--- src/sv/assert_macros.svh ---
// ----------------------------------------------------------------------------
// assert_macros.svh
// Concurrent assertion helpers, sampled on clk and disabled while rst_n is low.
// ----------------------------------------------------------------------------
`ifndef ASSERT_MACROS_SVH
`define ASSERT_MACROS_SVH

`ifndef SYNTH

// Property must hold at every sampled edge.
`define ASSERT_ALWAYS(lbl, prop, msg) \
  lbl: assert property (@(posedge clk) disable iff (!rst_n) (prop)) else $error(msg);

// When ante holds, cons must hold in the following cycle.
`define ASSERT_NEXT(lbl, ante, cons, msg) \
  lbl: assert property (@(posedge clk) disable iff (!rst_n) (ante) |=> (cons)) else $error(msg);

`else

`define ASSERT_ALWAYS(lbl, prop, msg)
`define ASSERT_NEXT(lbl, ante, cons, msg)

`endif

`endif

--- src/sv/ptsp_pkg.sv ---
// ----------------------------------------------------------------------------
// ptsp_pkg
// Types and constants of the pulse train to symbol pair packer.
// ----------------------------------------------------------------------------
`default_nettype none

package ptsp_pkg;

  localparam int unsigned DUR_W      = 21;  // signed input duration
  localparam int unsigned MAG_W      = 20;  // magnitude after saturation
  localparam int unsigned LEN_W      = 15;  // length of one symbol half
  localparam int unsigned IN_DATA_W  = 24;
  localparam int unsigned OUT_DATA_W = 32;
  localparam int unsigned MAX_CHUNKS = 33;  // chunks taken from one item at most
  localparam int unsigned CNT_W      = 6;

  localparam logic [DUR_W-1:0] DUR_MOST_NEG = {1'b1, {(DUR_W-1){1'b0}}};
  localparam logic [MAG_W-1:0] MAG_SAT      = {MAG_W{1'b1}};

  typedef enum logic [1:0] {
    ST_IDLE,
    ST_CHUNK,
    ST_FLUSH
  } st_t;

endpackage

`default_nettype wire

--- src/sv/pulse_train_to_symbol_pairs_core.sv ---
// ----------------------------------------------------------------------------
// pulse_train_to_symbol_pairs_core
// Cuts signed pulse durations into chunks of at most MAX_PULSE ticks and
// packs them, two halves at a time, into level/length symbol words.
// ----------------------------------------------------------------------------
// Channel  Dir  Contents
// in_      in   tdata[20:0] duration (signed), tlast = last of stream
// out_     out  tdata = first_level, first_length, second_level,
//               second_length (low bit up), tlast = end_of_stream
//
// An item is cut into n chunks (at most 33), and a held half is flushed when
// the item is a last one. A single compare/subtract unit on the 20-bit
// magnitude takes off one chunk per cycle. A symbol waiting in the output
// register stalls the chunk loop only when a new symbol is due. Reset (rst_n
// low, synchronous) drops any held half.
// ----------------------------------------------------------------------------
`default_nettype none

`include "assert_macros.svh"

module pulse_train_to_symbol_pairs_core #(
  parameter int unsigned MAX_PULSE = 32767
) (
  input  wire logic                               clk,
  input  wire logic                               rst_n,
  input  wire logic                               in_tvalid,
  output logic                                    in_tready,
  input  wire logic [ptsp_pkg::IN_DATA_W-1:0]     in_tdata,   // [20:0] duration, rest zero
  input  wire logic                               in_tlast,
  output logic                                    out_tvalid,
  input  wire logic                               out_tready,
  output logic [ptsp_pkg::OUT_DATA_W-1:0]         out_tdata,  // [0] first_level,
                                                              // [15:1] first_length,
                                                              // [16] second_level,
                                                              // [31:17] second_length
  output logic                                    out_tlast
);

  import ptsp_pkg::*;

  localparam logic [LEN_W-1:0] MaxLen = LEN_W'(MAX_PULSE);

  st_t                  state_r, state_nxt;
  logic [MAG_W-1:0]     mag_r, mag_nxt;
  logic                 level_r, level_nxt;
  logic                 last_r, last_nxt;
  logic [CNT_W-1:0]     cnt_r, cnt_nxt;
  logic                 half_pending_r, half_pending_nxt;
  logic                 held_level_r, held_level_nxt;
  logic [LEN_W-1:0]     held_length_r, held_length_nxt;
  logic                 out_tvalid_r, out_tvalid_nxt;
  logic [OUT_DATA_W-1:0] out_tdata_r, out_tdata_nxt;
  logic                 out_tlast_r, out_tlast_nxt;

  logic                 in_xfer;
  logic                 slot_free;
  logic                 run_done;
  logic                 final_chunk;
  logic [LEN_W-1:0]     chunk;
  logic [DUR_W-1:0]     raw;
  logic [DUR_W-1:0]     raw_neg;
  logic [MAG_W-1:0]     in_mag;
  logic                 step_en;
  logic                 emit_pair;
  logic                 emit_flush;

  assign in_xfer   = in_tvalid && in_tready;
  assign slot_free = !out_tvalid_r || out_tready;

  // magnitude of the incoming duration, most negative pattern saturated
  assign raw     = in_tdata[DUR_W-1:0];
  assign raw_neg = DUR_W'(~raw + 1'b1);
  always_comb begin
    if (raw == DUR_MOST_NEG) begin
      in_mag = MAG_SAT;
    end else if (raw[DUR_W-1]) begin
      in_mag = raw_neg[MAG_W-1:0];
    end else begin
      in_mag = raw[MAG_W-1:0];
    end
  end

  // shared compare/subtract unit
  assign chunk       = (mag_r > {{(MAG_W-LEN_W){1'b0}}, MaxLen}) ? MaxLen : mag_r[LEN_W-1:0];
  assign run_done    = (mag_r == '0) || (cnt_r == CNT_W'(MAX_CHUNKS));
  assign final_chunk = (mag_r <= {{(MAG_W-LEN_W){1'b0}}, MaxLen}) ||
                       (cnt_r == CNT_W'(MAX_CHUNKS - 1));

  // sequencer outputs
  always_comb begin
    in_tready  = 1'b0;
    step_en    = 1'b0;
    emit_pair  = 1'b0;
    emit_flush = 1'b0;
    case (state_r)
      ST_IDLE: begin
        in_tready = 1'b1;
      end
      ST_CHUNK: begin
        if (!run_done) begin
          if (!half_pending_r) begin
            step_en = 1'b1;
          end else if (slot_free) begin
            step_en   = 1'b1;
            emit_pair = 1'b1;
          end
        end
      end
      ST_FLUSH: begin
        emit_flush = slot_free;
      end
      default: begin
        in_tready = 1'b0;
      end
    endcase
  end

  // sequencer next state
  always_comb begin
    state_nxt = state_r;
    case (state_r)
      ST_IDLE: begin
        if (in_xfer) state_nxt = ST_CHUNK;
      end
      ST_CHUNK: begin
        if (run_done) begin
          state_nxt = (last_r && half_pending_r) ? ST_FLUSH : ST_IDLE;
        end
      end
      ST_FLUSH: begin
        if (emit_flush) state_nxt = ST_IDLE;
      end
      default: begin
        state_nxt = ST_IDLE;
      end
    endcase
  end

  // datapath
  always_comb begin
    mag_nxt          = mag_r;
    level_nxt        = level_r;
    last_nxt         = last_r;
    cnt_nxt          = cnt_r;
    half_pending_nxt = half_pending_r;
    held_level_nxt   = held_level_r;
    held_length_nxt  = held_length_r;
    out_tvalid_nxt   = out_tvalid_r && !out_tready;
    out_tdata_nxt    = out_tdata_r;
    out_tlast_nxt    = out_tlast_r;

    if (in_xfer) begin
      mag_nxt   = in_mag;
      level_nxt = !raw[DUR_W-1];
      last_nxt  = in_tlast;
      cnt_nxt   = '0;
    end

    if (step_en) begin
      mag_nxt = mag_r - {{(MAG_W-LEN_W){1'b0}}, chunk};
      cnt_nxt = cnt_r + 1'b1;
      if (!half_pending_r) begin
        half_pending_nxt = 1'b1;
        held_level_nxt   = level_r;
        held_length_nxt  = chunk;
      end else begin
        half_pending_nxt = 1'b0;
      end
    end

    if (emit_pair) begin
      out_tvalid_nxt = 1'b1;
      out_tdata_nxt  = {chunk, level_r, held_length_r, held_level_r};
      out_tlast_nxt  = last_r && final_chunk;
    end

    if (emit_flush) begin
      half_pending_nxt = 1'b0;
      out_tvalid_nxt   = 1'b1;
      out_tdata_nxt    = {{LEN_W{1'b0}}, 1'b0, held_length_r, held_level_r};
      out_tlast_nxt    = 1'b1;
    end
  end

  always_ff @(posedge clk) begin
    if (!rst_n) begin
      state_r        <= ST_IDLE;
      cnt_r          <= '0;
      half_pending_r <= 1'b0;
      held_level_r   <= 1'b0;
      held_length_r  <= '0;
      out_tvalid_r   <= 1'b0;
    end else begin
      state_r        <= state_nxt;
      cnt_r          <= cnt_nxt;
      half_pending_r <= half_pending_nxt;
      held_level_r   <= held_level_nxt;
      held_length_r  <= held_length_nxt;
      out_tvalid_r   <= out_tvalid_nxt;
    end
  end

  always_ff @(posedge clk) begin
    mag_r       <= mag_nxt;
    level_r     <= level_nxt;
    last_r      <= last_nxt;
    out_tdata_r <= out_tdata_nxt;
    out_tlast_r <= out_tlast_nxt;
  end

  assign out_tvalid = out_tvalid_r;
  assign out_tdata  = out_tdata_r;
  assign out_tlast  = out_tlast_r;

  `ASSERT_ALWAYS(a_flush_has_half, (state_r != ST_FLUSH) || half_pending_r, "flush without held half")
  `ASSERT_ALWAYS(a_cnt_bound, cnt_r <= CNT_W'(MAX_CHUNKS), "chunk count past limit")
  `ASSERT_ALWAYS(a_unpaired_is_end, !out_tvalid_r || (out_tdata_r[OUT_DATA_W-1:LEN_W+2] != '0) || out_tlast_r, "unpaired symbol without end marker")
  `ASSERT_NEXT(a_accept_starts_run, in_xfer, state_r == ST_CHUNK, "accepted item did not start chunking")
  `ASSERT_ALWAYS(a_no_double_emit, !(emit_pair && emit_flush), "pair and flush in one cycle")

endmodule

`default_nettype wire

--- config.mk ---
export PLATFORM = sky130hd
export DESIGN_NAME = pulse_train_to_symbol_pairs_core
export DESIGN_NICKNAME = d
export VERILOG_FILES = /design/src/sv/ptsp_pkg.sv /design/src/sv/pulse_train_to_symbol_pairs_core.sv
export VERILOG_INCLUDE_DIRS = /design/src /design/src/sv
export SDC_FILE = /design/constraint.sdc
export NUM_CORES = 1
export LEC_CHECK = 0
export BUFFER_PORTS_ARGS = -buffer_cell sky130_fd_sc_hd__buf_4
export CORE_MARGIN = 2
export CORE_UTILIZATION = 51
export DETAILED_ROUTE_END_ITERATION = 16
export PLACE_DENSITY = 0.76
export SLEW_MARGIN = 5
export SYNTH_ARGS = -nofsm -noshare
export SYNTH_HDL_FRONTEND = slang
export SYNTH_SLANG_ARGS = --single-unit
--- constraint.sdc ---
create_clock -name clk -period 2.7 [get_ports clk]
set_input_delay 0.54 -clock clk [delete_from_list [all_inputs] [get_ports clk]]
set_output_delay 0.54 -clock clk [all_outputs]
set_load 0.005 [all_outputs]
======== Word level (Yosys, flattened, before mapping) ========
Index checks and enable logic that the tools add are counted.
storage, ports and cells
  logic and storage cells ................. 71
  output and inout bits ................... 35
  bits in registers ....................... 81
operators by class
  add/subtract/negate cells ............... 3
  reductions and logical operators ........ 17
  bitwise gates (word level) .............. 3
  eq/ne operators ......................... 8
  magnitude comparators ................... 2
  multiplexer cells ....................... 26
operator list
  kind                   number
  $mux 20                4
  $mux 16                2
  $eq 21x21->1 const B   1
  $add 20x1->20 const B  1
  $gt 20x15->1 const B   1
  $le 20x15->1 const B   1
  $logic_not 20->1       1
  $not 20->20            1
  $sub 20x15->20         1
  $mux 15                1
  $eq 6x6->1 const B     2
  $mux 1                 12
  $mux 6                 2
  $mux 2                 4
  $add 6x1->6 const B    1
  $ne 2x2->1 const B     3
  $pmux 2 s3             1
  $logic_and 1x1->1      4
  $reduce_bool 2->1      2
  $logic_not 1->1        3
  $logic_or 1x1->1       3
  $reduce_and 3->1       1
  $eq 2x1->1 const B     1
  $eq 2x2->1 const B     1
  other kinds (4)        5

======== Longest topological paths before layout ========
  word-level depth ........................ 8
  mapped depth ............................ 12
  depth with buffers taken out ............ 9

======== Least setup slack after synthesis ========
OpenSTA, ideal clock, no wires.
  kind .................................... register to register
  from .................................... register mag_r[16]
  to ...................................... register mag_r[16] (data pin)
  data arrival time ....................... 2.287 ns
  library setup time ...................... 0.277 ns
  required time ........................... 2.423 ns
  slack ................................... 0.136 ns
  stages on the path, launching flop included .. 13
  cells stage by stage .................... edfxtp_1 > nor3_1 > nand2_1 > clkbuf_1 > buf_1 > nand2b_1 > ha_1 > clkbuf_1 > nand3_1 > nor4_1 > a211oi_1 > xnor2_1 > a22oi_1
between the ends
  word-level cells in the longest chain between the ends .. 5
  elaborated cells between the ends (all ways) .. 8
RTL lines
  element                                               line                                     text
  start: declaration                                    pulse_train_to_symbol_pairs_core.sv:44   logic [MAG_W-1:0] mag_r, mag_nxt;
  start signal: assignment                              pulse_train_to_symbol_pairs_core.sv:204  mag_r <= mag_nxt;
  branches (longest 4 deep; another with $gt 20x15->1)  n/a
  $mux 20 (*)                                           pulse_train_to_symbol_pairs_core.sv:159  if (step_en) begin
  net mag_nxt[16]                                       pulse_train_to_symbol_pairs_core.sv:44
Mark *: on every way through the listed nets, which the timed path passes.
A chain may end at the register's enable or synchronous reset.

======== Worst setup path in the final report ========
  from .................................... register mag_r[3]
  to ...................................... register mag_r[4] (data pin)
The elaborated chain is that of the path after synthesis.

==> flow_summary.json <==
{
  "wl_um": 9080,
  "startpoint": "mag_r[3]",
  "cts_resized": 0,
  "avgViaCountPerCell": 5.77,
  "antenna_found_initial": 0,
  "max_stage_delay_ns": 0.54,
  "synthFlopType": "dfxtp_1",
  "htree_num_levels": 3,
  "skew_ns": 0.00971,
  "antenna-diode-count": 0,
  "postCtsSetupBuffers": 0,
  "required_ns": 2.81,
  "tritoncts": "built",
  "ys_async_sr_fraction_pct": 0,
  "slew_headroom_pct": 37.7,
  "setup_violations": 0,
  "crit_fanout": 15,
  "fin_nets": 520,
  "avgSynthCellArea_um2": 9.92,
  "port_buffers": 60,
  "ys.warnings.count": 0,
  "path_cells": "nor4_4 -> nand4_2 -> o21a_4 -> a31oi_4 -> buf_4 -> a21oi_2",
  "root_buffer": "clkbuf_8",
  "drive_gt1_share_pct": 24.4,
  "rsz0062_at_grt": "no",
  "crit_slowest_cell": "edfxtp_1",
  "fin_util_pct": 61.5,
  "initial_core_util_pct": 51.7,
  "p_sw_uw": 977,
  "outcome": "finished clean",
  "yosysSeqAreaShare_pct": 47.8,
  "reg2reg_from": "mag_r[3]",
  "power.share.clock_pct": 27.2,
  "cts_buffer_depth": 2,
  "dieHeight_um": 94.6,
  "post-route-period-util_pct": 88.1,
  "power.internal_uw": 2310,
  "route.detailed.drc": 0,
  "total_power_uw": 3290,
  "period_minus_slack_ns": 2.38,
  "cts_sinks": 81,
  "critPathLaunchType": "flop",
  "worstHoldStart": "in_tlast",
  "grt_pass1_wl_um": 14700,
  "num_vias": 3436,
  "critPathBufInv": 1,
  "grt_usage_pct": 20.8,
  "clk_pin_slew_worst_paths_ns": 0.09,
  "drv_slew": 0,
  "setup.worst_path.class": "flop to flop",
  "fmax_mhz": 420,
  "powerDensity_nw_per_um2": 661,
  "ios": 64,
  "die_x_um": 94.6,
  "ctsHoldBuffers": 0,
  "maxCapViolCount": 0,
  "wl_per_cell_um": 15.2,
  "syn_area_um2": 4190,
  "vdd_drop_max_v": 0.000268,
  "hp-class": "input port to flop",
  "grt_pass1_vias": 3114,
  "leakagePower_uw": 0.00193,
  "power_frac_seq_pct": 50.3,
  "switching_share_pct": 29.7,
  "ys_seq_elements": 81,
  "p_comb_share_pct": 22.6,
  "rows": 33,
  "cts_buffers": 9,
  "totalNegativeSetupSlack_ns": 0,
  "hold_viol": 0,
  "whs_ns": 0.362,
  "drtIter0Drc": 199,
  "ant_nets": 0,
  "clk_latency_ns": 0.35,
  "synth.net_count": 456,
  "syn2layout_area_growth_pct": 18.9,
  "core_area_um2": 8090,
  "tightestPinTransition_ns": 0.934,
  "grt_max_degree": 33,
  "worstPathArrival_ns": 2.49,
  "dieArea_um2": 8950,
  "place_congestion": 0.865,
  "drt_first_pass_iters": 4,
  "synth-edff-count": 38,
  "synthCells": 422,
  "place_hpwl_um": 6720,
  "post_dp_cell_area_um2": 4770,
  "fin_area_um2": 4980,
  "cp_top_family": "compound AO/OA/AOI/OAI gates",
  "overflow": 0,
  "synth.distinct_cells": 62,
  "crit_path_end_kind": "flop"
}
-- kinds of logic after synthesis --
logic type      share of synthesized area [%]
mux                                     0.717
compound gates                           19.7
fa+ha+maj                                1.49
simple gates                             20.7
buf+inv                                  4.39
flops                                    47.8
xor+xnor                                 5.23
-- synthesized netlist by cell type, drive strengths merged, types with 5 or more instances --
cell type	count	area share (%)
nand4	8	1.3
nand2	28	2.5
or3	6	0.90
a21oi	21	3.2
dfxtp	43	21
inv	10	0.90
ha	5	1.5
a22oi	8	1.4
nand2b	8	1.2
edfxtp	38	27
nor4	9	2.9
xor2	17	3.6
nor3	6	0.99
xnor2	8	1.7
nor2	50	4.5
buf	13	2.2
nand3	28	3.3
a211oi	17	3.0
a31oi	5	1.1
clkbuf	14	1.3
o21ai	36	4.4
-- power by group through the flow --
stage	clock [µW]	combinational (µW)	sequential, µW
floorplan	0	417	1650
global placement	0	721	1670
detailed placement	0	743	1680
CTS	909	745	1660
global route	958	826	1680
finish	894	742	1650
-- worst register-to-register path, delay by kind of cell (launching register included) --
kind            cells  cell delay (ns)
compound gates      3             0.83
flops               1             0.54
simple gates        2             0.50
buf+inv             1             0.26
-- final timing paths --
path | endpoint | slack, ns | cells after the start
setup / recovery | mag_r[4] | 0.32 | 6
hold / removal | last_r | 0.36 | 1
setup reg to reg | mag_r[4] | 0.32 | 6
hold reg to reg | out_tdata[10] | 0.44 | 0
-- state kept, by name, summed over array words and instances, names as in the netlist --
register and count:
cnt_r 6, half_pending_r 1, held_length_r 15, held_level_r 1, last_r 1, level_r 1, mag_r 20, out_tdata 32
out_tlast 1, out_tvalid 1, state_r 2
-- per-layer routing --
layer / global-route usage [%] / up-vias / routed length, µm
met5: 0 / - / 0
met4: 7.73 / 0 / 153
met3: 3.35 / 15 / 528
met2: 34.1 / 118 / 4310
met1: 27.9 / 1614 / 4090
li1: - / 1689 / -
-- placed cells by master, fill, tap and decap left out, types with 3 or more instances in the layout --
cell type / instances
a211oi_1: 17
a21oi_1: 13
a21oi_2: 8
a22oi_1: 8
a31oi_1: 4
a32oi_1: 3
and3_1: 4
buf_4: 80
clkbuf_8: 9
clkinv_4: 4
dfxtp_1: 43
edfxtp_1: 38
ha_1: 5
inv_1: 10
mux2i_1: 3
nand2_1: 28
nand2b_1: 8
nand3_1: 28
nand4_1: 7
nor2_1: 50
nor3_1: 5
nor4_1: 4
nor4_4: 4
o21a_1: 3
o21ai_0: 34
o31ai_1: 4
o41ai_1: 4
or3_1: 6
xnor2_1: 8
xor2_1: 17
-- area by class of cell --
cell class	count	area (µm²)
Timing Repair Buffer	80	601
Tap cell	105	131
Clock inverter	7	80.1
Multi-Input combinational cell	304	2000
Clock buffer	9	124
Fill cell	700	3120
Sequential cell	81	2000
Inverter	10	37.5
-- stage by stage --
stage                     worst slack [ns]  instances
after floorplan                      0.136        422
after global placement               0.372        580
after detailed placement             0.323        580
after CTS                            0.308        596
after global routing                 0.154        596
final                                0.320        596
Note: power is estimated with default switching activity, not from simulation.
